==> src/rtl/ljmdf_pkg.sv <==
// Shared types, codes and helper functions for the LJ/MDF pair force block.
package ljmdf_pkg;

    localparam logic [63:0] MAG_MAX = 64'hFFFF_FFFF_FFFF_FFFF;
    localparam logic [63:0] S64_MAX = 64'h7FFF_FFFF_FFFF_FFFF;
    localparam logic [63:0] S64_MIN = 64'h8000_0000_0000_0000;
    localparam logic [63:0] ONE_Q32 = 64'h0000_0001_0000_0000;

    typedef enum logic [2:0] {
        CFG_REP_COEF,
        CFG_ATT_COEF,
        CFG_REP_E_COEF,
        CFG_ATT_E_COEF,
        CFG_OUTER_CUT_SQ,
        CFG_INNER_CUT_SQ,
        CFG_OUTER_CUT,
        CFG_INNER_CUT
    } cfg_idx_t;

    typedef enum logic [1:0] {
        SH0,
        SH16,
        SH32,
        SH48
    } shift_t;

    typedef enum logic [4:0] {
        OP_SQ0, OP_SQ1, OP_SQ2,
        OP_DIV_R2, OP_MUL_T, OP_MUL_R6,
        OP_MUL_FA, OP_MUL_F, OP_MUL_EA, OP_MUL_E,
        OP_SQRT, OP_DIV_D, OP_SET_D,
        OP_MUL_D2, OP_MUL_DD2, OP_MUL_DD3, OP_MUL_TT, OP_MUL_G,
        OP_DIV_RD, OP_MUL_DT, OP_MUL_FT, OP_MUL_FB, OP_MUL_ET,
        OP_MUL_P1, OP_MUL_P2, OP_MUL_X, OP_MUL_Y, OP_MUL_Z, OP_MUL_EN
    } op_t;

    typedef enum logic [5:0] {
        ST_IDLE, ST_RANGE, ST_TAPER, ST_DSEL, ST_OUT,
        ST_SQ0, ST_SQ1, ST_SQ2,
        ST_DIV_R2, ST_MUL_T, ST_MUL_R6,
        ST_MUL_FA, ST_MUL_F, ST_MUL_EA, ST_MUL_E,
        ST_SQRT, ST_DIV_D, ST_SET_D,
        ST_MUL_D2, ST_MUL_DD2, ST_MUL_DD3, ST_MUL_TT, ST_MUL_G,
        ST_DIV_RD, ST_MUL_DT, ST_MUL_FT, ST_MUL_FB, ST_MUL_ET,
        ST_MUL_P1, ST_MUL_P2, ST_MUL_X, ST_MUL_Y, ST_MUL_Z, ST_MUL_EN
    } state_t;

    typedef struct packed {
        logic load;
        logic go;
        op_t  op;
        logic out_load;
    } cmd_t;

    typedef struct packed {
        logic done;
        logic inr;
        logic taper;
        logic d_full;
        logic out_free;
    } stat_t;

    function automatic logic [63:0] to_s64(input logic neg, input logic [63:0] mag);
        logic [63:0] v;
        if (!neg) begin
            v = (mag > S64_MAX) ? S64_MAX : mag;
        end else begin
            v = (mag >= S64_MIN) ? S64_MIN : (64'd0 - mag);
        end
        return v;
    endfunction

    function automatic logic [63:0] sat_add64(input logic [63:0] a, input logic [63:0] b);
        logic [63:0] s;
        s = a + b;
        if ((a[63] == b[63]) && (s[63] != a[63])) begin
            s = a[63] ? S64_MIN : S64_MAX;
        end
        return s;
    endfunction

endpackage

==> src/rtl/ljmdf_ctrl.sv <==
// Controller: sequences the datapath operations for one neighbor pair.
module ljmdf_ctrl (
    input  logic                aclk,
    input  logic                aresetn,
    input  logic                s_valid,
    output logic                s_ready,
    input  ljmdf_pkg::stat_t    stat,
    output ljmdf_pkg::cmd_t     cmd
);
    import ljmdf_pkg::*;

    state_t state_reg, state_next;
    logic   pending_reg, pending_next;
    logic   has_op;

    always_ff @(posedge aclk) begin
        if (!aresetn) begin
            state_reg   <= ST_IDLE;
            pending_reg <= 1'b0;
        end else begin
            state_reg   <= state_next;
            pending_reg <= pending_next;
        end
    end

    always_comb begin
        state_next = state_reg;
        case (state_reg)
            ST_IDLE:    if (s_valid) state_next = ST_SQ0;
            ST_SQ0:     if (stat.done) state_next = ST_SQ1;
            ST_SQ1:     if (stat.done) state_next = ST_SQ2;
            ST_SQ2:     if (stat.done) state_next = ST_RANGE;
            ST_RANGE:   state_next = stat.inr ? ST_DIV_R2 : ST_OUT;
            ST_DIV_R2:  if (stat.done) state_next = ST_MUL_T;
            ST_MUL_T:   if (stat.done) state_next = ST_MUL_R6;
            ST_MUL_R6:  if (stat.done) state_next = ST_MUL_FA;
            ST_MUL_FA:  if (stat.done) state_next = ST_MUL_F;
            ST_MUL_F:   if (stat.done) state_next = ST_MUL_EA;
            ST_MUL_EA:  if (stat.done) state_next = ST_MUL_E;
            ST_MUL_E:   if (stat.done) state_next = ST_TAPER;
            ST_TAPER:   state_next = stat.taper ? ST_SQRT : ST_MUL_P1;
            ST_SQRT:    if (stat.done) state_next = ST_DSEL;
            ST_DSEL:    state_next = stat.d_full ? ST_SET_D : ST_DIV_D;
            ST_DIV_D:   if (stat.done) state_next = ST_MUL_D2;
            ST_SET_D:   if (stat.done) state_next = ST_MUL_D2;
            ST_MUL_D2:  if (stat.done) state_next = ST_MUL_DD2;
            ST_MUL_DD2: if (stat.done) state_next = ST_MUL_DD3;
            ST_MUL_DD3: if (stat.done) state_next = ST_MUL_TT;
            ST_MUL_TT:  if (stat.done) state_next = ST_MUL_G;
            ST_MUL_G:   if (stat.done) state_next = ST_DIV_RD;
            ST_DIV_RD:  if (stat.done) state_next = ST_MUL_DT;
            ST_MUL_DT:  if (stat.done) state_next = ST_MUL_FT;
            ST_MUL_FT:  if (stat.done) state_next = ST_MUL_FB;
            ST_MUL_FB:  if (stat.done) state_next = ST_MUL_ET;
            ST_MUL_ET:  if (stat.done) state_next = ST_MUL_P1;
            ST_MUL_P1:  if (stat.done) state_next = ST_MUL_P2;
            ST_MUL_P2:  if (stat.done) state_next = ST_MUL_X;
            ST_MUL_X:   if (stat.done) state_next = ST_MUL_Y;
            ST_MUL_Y:   if (stat.done) state_next = ST_MUL_Z;
            ST_MUL_Z:   if (stat.done) state_next = ST_MUL_EN;
            ST_MUL_EN:  if (stat.done) state_next = ST_OUT;
            ST_OUT:     if (stat.out_free) state_next = ST_IDLE;
            default:    state_next = ST_IDLE;
        endcase
    end

    always_comb begin
        cmd     = '0;
        has_op  = 1'b1;
        s_ready = 1'b0;
        case (state_reg)
            ST_IDLE: begin
                has_op   = 1'b0;
                s_ready  = 1'b1;
                cmd.load = s_valid;
            end
            ST_OUT: begin
                has_op       = 1'b0;
                cmd.out_load = stat.out_free;
            end
            ST_SQ0:     cmd.op = OP_SQ0;
            ST_SQ1:     cmd.op = OP_SQ1;
            ST_SQ2:     cmd.op = OP_SQ2;
            ST_DIV_R2:  cmd.op = OP_DIV_R2;
            ST_MUL_T:   cmd.op = OP_MUL_T;
            ST_MUL_R6:  cmd.op = OP_MUL_R6;
            ST_MUL_FA:  cmd.op = OP_MUL_FA;
            ST_MUL_F:   cmd.op = OP_MUL_F;
            ST_MUL_EA:  cmd.op = OP_MUL_EA;
            ST_MUL_E:   cmd.op = OP_MUL_E;
            ST_SQRT:    cmd.op = OP_SQRT;
            ST_DIV_D:   cmd.op = OP_DIV_D;
            ST_SET_D:   cmd.op = OP_SET_D;
            ST_MUL_D2:  cmd.op = OP_MUL_D2;
            ST_MUL_DD2: cmd.op = OP_MUL_DD2;
            ST_MUL_DD3: cmd.op = OP_MUL_DD3;
            ST_MUL_TT:  cmd.op = OP_MUL_TT;
            ST_MUL_G:   cmd.op = OP_MUL_G;
            ST_DIV_RD:  cmd.op = OP_DIV_RD;
            ST_MUL_DT:  cmd.op = OP_MUL_DT;
            ST_MUL_FT:  cmd.op = OP_MUL_FT;
            ST_MUL_FB:  cmd.op = OP_MUL_FB;
            ST_MUL_ET:  cmd.op = OP_MUL_ET;
            ST_MUL_P1:  cmd.op = OP_MUL_P1;
            ST_MUL_P2:  cmd.op = OP_MUL_P2;
            ST_MUL_X:   cmd.op = OP_MUL_X;
            ST_MUL_Y:   cmd.op = OP_MUL_Y;
            ST_MUL_Z:   cmd.op = OP_MUL_Z;
            ST_MUL_EN:  cmd.op = OP_MUL_EN;
            default:    has_op = 1'b0;
        endcase
        cmd.go = has_op && !pending_reg;
    end

    always_comb begin
        pending_next = pending_reg;
        if (cmd.go) begin
            pending_next = 1'b1;
        end
        if (stat.done) begin
            pending_next = 1'b0;
        end
    end

endmodule

==> config.mk <==
export PLATFORM = sky130hd
export DESIGN_NAME = ljmdf_ctrl
export DESIGN_NICKNAME = d
export VERILOG_FILES = /design/src/rtl/ljmdf_pkg.sv /design/src/rtl/ljmdf_ctrl.sv
export SDC_FILE = /design/constraint.sdc
export NUM_CORES = 1
export LEC_CHECK = 0
export BUFFER_PORTS_ARGS = -buffer_cell sky130_fd_sc_hd__buf_2
export CORE_AREA = 2 2 58 60
export CTS_CLUSTER_SIZE = 12
export DETAILED_ROUTE_END_ITERATION = 6
export DIE_AREA = 0 0 60 62
export PLACE_DENSITY_LB_ADDON = 0.08
export SETUP_SLACK_MARGIN = 0.3
export SLEW_MARGIN = 25
export SYNTH_ARGS = -nofsm -noshare
export SYNTH_HDL_FRONTEND = slang
export SYNTH_SLANG_ARGS = --single-unit
==> constraint.sdc <==
create_clock -name aclk -period 3.4 [get_ports aclk]
set_clock_uncertainty 0.1 [all_clocks]
set_input_delay 0.68 -clock aclk [delete_from_list [all_inputs] [get_ports aclk]]
set_output_delay 0.68 -clock aclk [all_outputs]
set_load 0.05 [all_outputs]
== After elaboration in Yosys (flattened, before gate mapping) ==
Cells that the tools add are included.
Word-level totals
  logic and storage cells: 112
  bits of input ports: 8
  output and inout port bits: 9
  register bits: 7
Operators by class
  mux-type cells: 39
  bitwise gates (word level): 1
  reduce and logical (&&, ||, !) cells: 7
  eq/ne operators: 63
Operators with widths (number)
  $pmux 6 s33: 1
  $mux 6: 30
  $pmux 5 s28: 1
  $eq 6x5->1 const B: 16
  $ne 2x2->1 const B: 29
  $eq 6x4->1 const B: 8
  $reduce_and 30->1: 1
  $reduce_or 29->1: 1
  $eq 6x3->1 const B: 4
  $eq 6x2->1 const B: 2
  $eq 6x6->1 const B: 2
  $eq 6x1->1 const B: 1
  $logic_not 6->1: 1
  $mux 1: 5
  $mux 5: 1
  $mux 4: 1
  $reduce_or 2->1: 2
  $ne 2x1->1 const B: 1
  $logic_and 1x1->1: 1
  $logic_not 1->1: 1
  $not 1->1: 1

== Longest topological paths before layout ==
  depth in word-level cells: 4
  gate-level depth with buffers: 7

== Least setup slack after synthesis ==
No wires, ideal clock.
  path kind: flip-flop to output port
  start: reg state_reg[4]
  end: out cmd[7] in the netlist's numbering
  path slack: 18 ps
  arrival time: 2602 ps
  stages on the path, launching flop included: 5
  cell sequence: dfxtp_1 > buf_6 > or4_4 > nor3_1 > and2_1
RTL lines
  start: declaration: line ljmdf_ctrl.sv:12  | state_t state_reg, state_next;
  start signal: assignment: line ljmdf_ctrl.sv:21  | state_reg <= state_next;
  end: declaration: line ljmdf_ctrl.sv:8  | output ljmdf_pkg::cmd_t cmd

==> results.toml <==
[layout]
nFillCells = 349
largest_reg_flops = 6
insertedDiodeCount = 0
drive_gt1_frac = 0.2734
syn_to_final_growth_pct = 17.50
fin_nets = 148

[detailed_routing]
antenna_left = 0
via_count = 987
avgRoutedWirePerCell_um = 14.35
vias_per_cell = 5.335
drc = 0
finalWirelength_um = 2655
dr.pass1.iters = 4
drt_iter0_markers = 28

[placed_design]
routabilityCongestion = 0.8109
portBuffers = 16
hpwl_um = 1911

[clocking]
cts_tree = "yes"
numCtsBuffers = 3
cts.sinks = 7
htreeDepth = 1
clkTransAtPathRegs_ps = 60
ctsHoldBuffers = 0
clk_path_buf_depth = 2
cts.repair.resized = 0
clkLatencyLatePin_ps = 260
clock-root-buffer = "clkbuf_4"
post_cts_buffers = 0

[floorplanning]
start_util = 0.2767
num_rows = 21
top_level_ports = 17
core_area_mm2 = 0.003179
dieArea_mm2 = 0.003720
dieHeight_um = 62
die_w_um = 60

[setup_path]
worstReg2RegStart = "state_reg[2]"
slowest_delay_ps = 820
crit_path_end_kind = "primary output"
cp.required_ps = 2620
path_cells = "nand2b_1 -> or2_2 -> o22ai_1 -> buf_2"
crit_type = "reg2out"
r2r_slack_ps = 840
crit_slowest_cell = "dfxtp_1"
r2r-end = "state_reg[5]"
critPathBufInv = 1
rr_worst_depth = 5
crit_family = "flip-flops"
worstSetupStartpointType = "register"
crit_fanout = 23
worst-path-stages = 4
arrival_ps = 2020

[synth]
yosys_register_bits = 7
synth_top_family_by_area = "compound AO/OA/AOI/OAI gates"
synth.most_common_cell = "nor2_1"
synth-xor-area-share = 0.009957
synth_top_area_cell = "dfxtp_1"
synth_mux_area_frac = 0.02418
yosysWarnings = 0
ys_seq_area_frac = 0.1593
synthAdderAreaFrac = 0.01138
synthSimpleGateAreaFrac = 0.3286
synth_top_area_share = 0.1593
netlist_top_cells_count = "nor2_1, a21oi_1, nor3_1, dfxtp_1"
syn_nets = 134
synth-compound-area-share = 0.3727
synthArstFlopShare = 0
syn_inst = 126
ys_types = 47
synth-edff-count = 0
syn_area_um2 = 879.6
synthTopCellsByArea = "dfxtp_1, a21oi_1, nor2_1, nor3_1, nand2b_1"
syn_avg_cell_area_um2 = 6.981
ys_dominant_reg_cell = "dfxtp_1"

[global_route]
grt_pass1_vias = 933
grt_max_degree = 24
grt_remaining_overflow = 0
track_usage = 0.1519
grt_pass1_wl_um = 4305
antenna_found_initial = 0

[timing]
setup_violations = 0
period_share = 0.8228
final_max_slew_viol_count = 0
period_needed_ps = 2797
hold_viol = 0
rsz0062_at_grt = "false"
slew-limit-headroom = 0.4820
fmax_mhz = 357.5
timing.setup.tns_ps = 0
tightest_slew_ps = 776.0

[worst_hold_path]
hold_class = "reg2reg"
holdPathEnd = "pending_reg"
hold_path_depth = 2
min_from = "pending_reg"

[job]
cap_violations = 0

[run_status]
status = "finished clean"
[stage by stage]
step                      area (um2)  worst slack (ps)  instances  utilization  hold WS (ps)
after floorplan                884.6             490.0        126            -         321.7
after global placement          1007             877.0        181       0.3168         334.9
after detailed placement        1007             887.7        181       0.3168         340.0
after CTS                       1033             616.9        185       0.3251         348.5
after global routing            1033             440.4        185       0.3251         364.2
final                           1033             602.5        185       0.3251         347.6
[final cells by class]
class	count	area, um2	share of cell area
Sequential cell	7	140.1	0.1356
Multi-Input combinational cell	101	661.9	0.6404
Inverter	4	15.01	0.01453
Timing Repair Buffer	23	132.6	0.1283
Tap cell	46	57.56	0.05569
Clock buffer	4	26.28	0.02542
[worst max path at each step]
stage            startpoint      endpoint  slack (ps)
3_3_place_gp   state_reg[2]        cmd[4]         880
2_1_floorplan  state_reg[2]        cmd[5]         490
6_report       state_reg[2]        cmd[4]         600
5_1_grt        state_reg[2]        cmd[4]         440
4_1_cts        state_reg[2]        cmd[4]         620
3_5_place_dp   state_reg[2]  state_reg[5]         890
[worst register-to-register path: cells and delay by family (launching register included)]
family	cells	cell delay, ps
AO/OA/AOI/OAI	4	1270
AND/OR/NAND/NOR	1	260
flip-flops	1	820
[layer usage]
metal,share of wire,GRT usage
met1,0.50,0.2122
met2,0.45,0.2422
met3,0.040,0.02277
met5,0,0
met4,0.0094,0.04444
[cells in the final DEF, fill, tap and decap left out, types with 3 or more instances in the layout]
| master | count |
|---|---|
| nor3_1 | 7 |
| o21a_1 | 3 |
| o21ai_0 | 5 |
| clkbuf_4 | 3 |
| nor2_1 | 11 |
| buf_4 | 7 |
| a31oi_1 | 4 |
| nand2_1 | 5 |
| inv_1 | 4 |
| buf_2 | 16 |
| dfxtp_1 | 7 |
| nand2b_1 | 6 |
| a21oi_1 | 10 |
| o22ai_1 | 4 |
| or2_2 | 3 |
| nand3_1 | 4 |
[logic make-up (layout without fill, tap and decap cells)]
kind of cell	Yosys count	count (layout)
AOI/OAI and AO/OA	46	46
xor gates and xnor gates	1	1
adders and majority gates	1	1
buffers and inverters	18	31
DFF	7	7
muxes	2	2
and+or+nand+nor	51	51
Power is not shown: default switching activity piles up to over one toggle a cycle in this logic, so the estimate is an artifact.
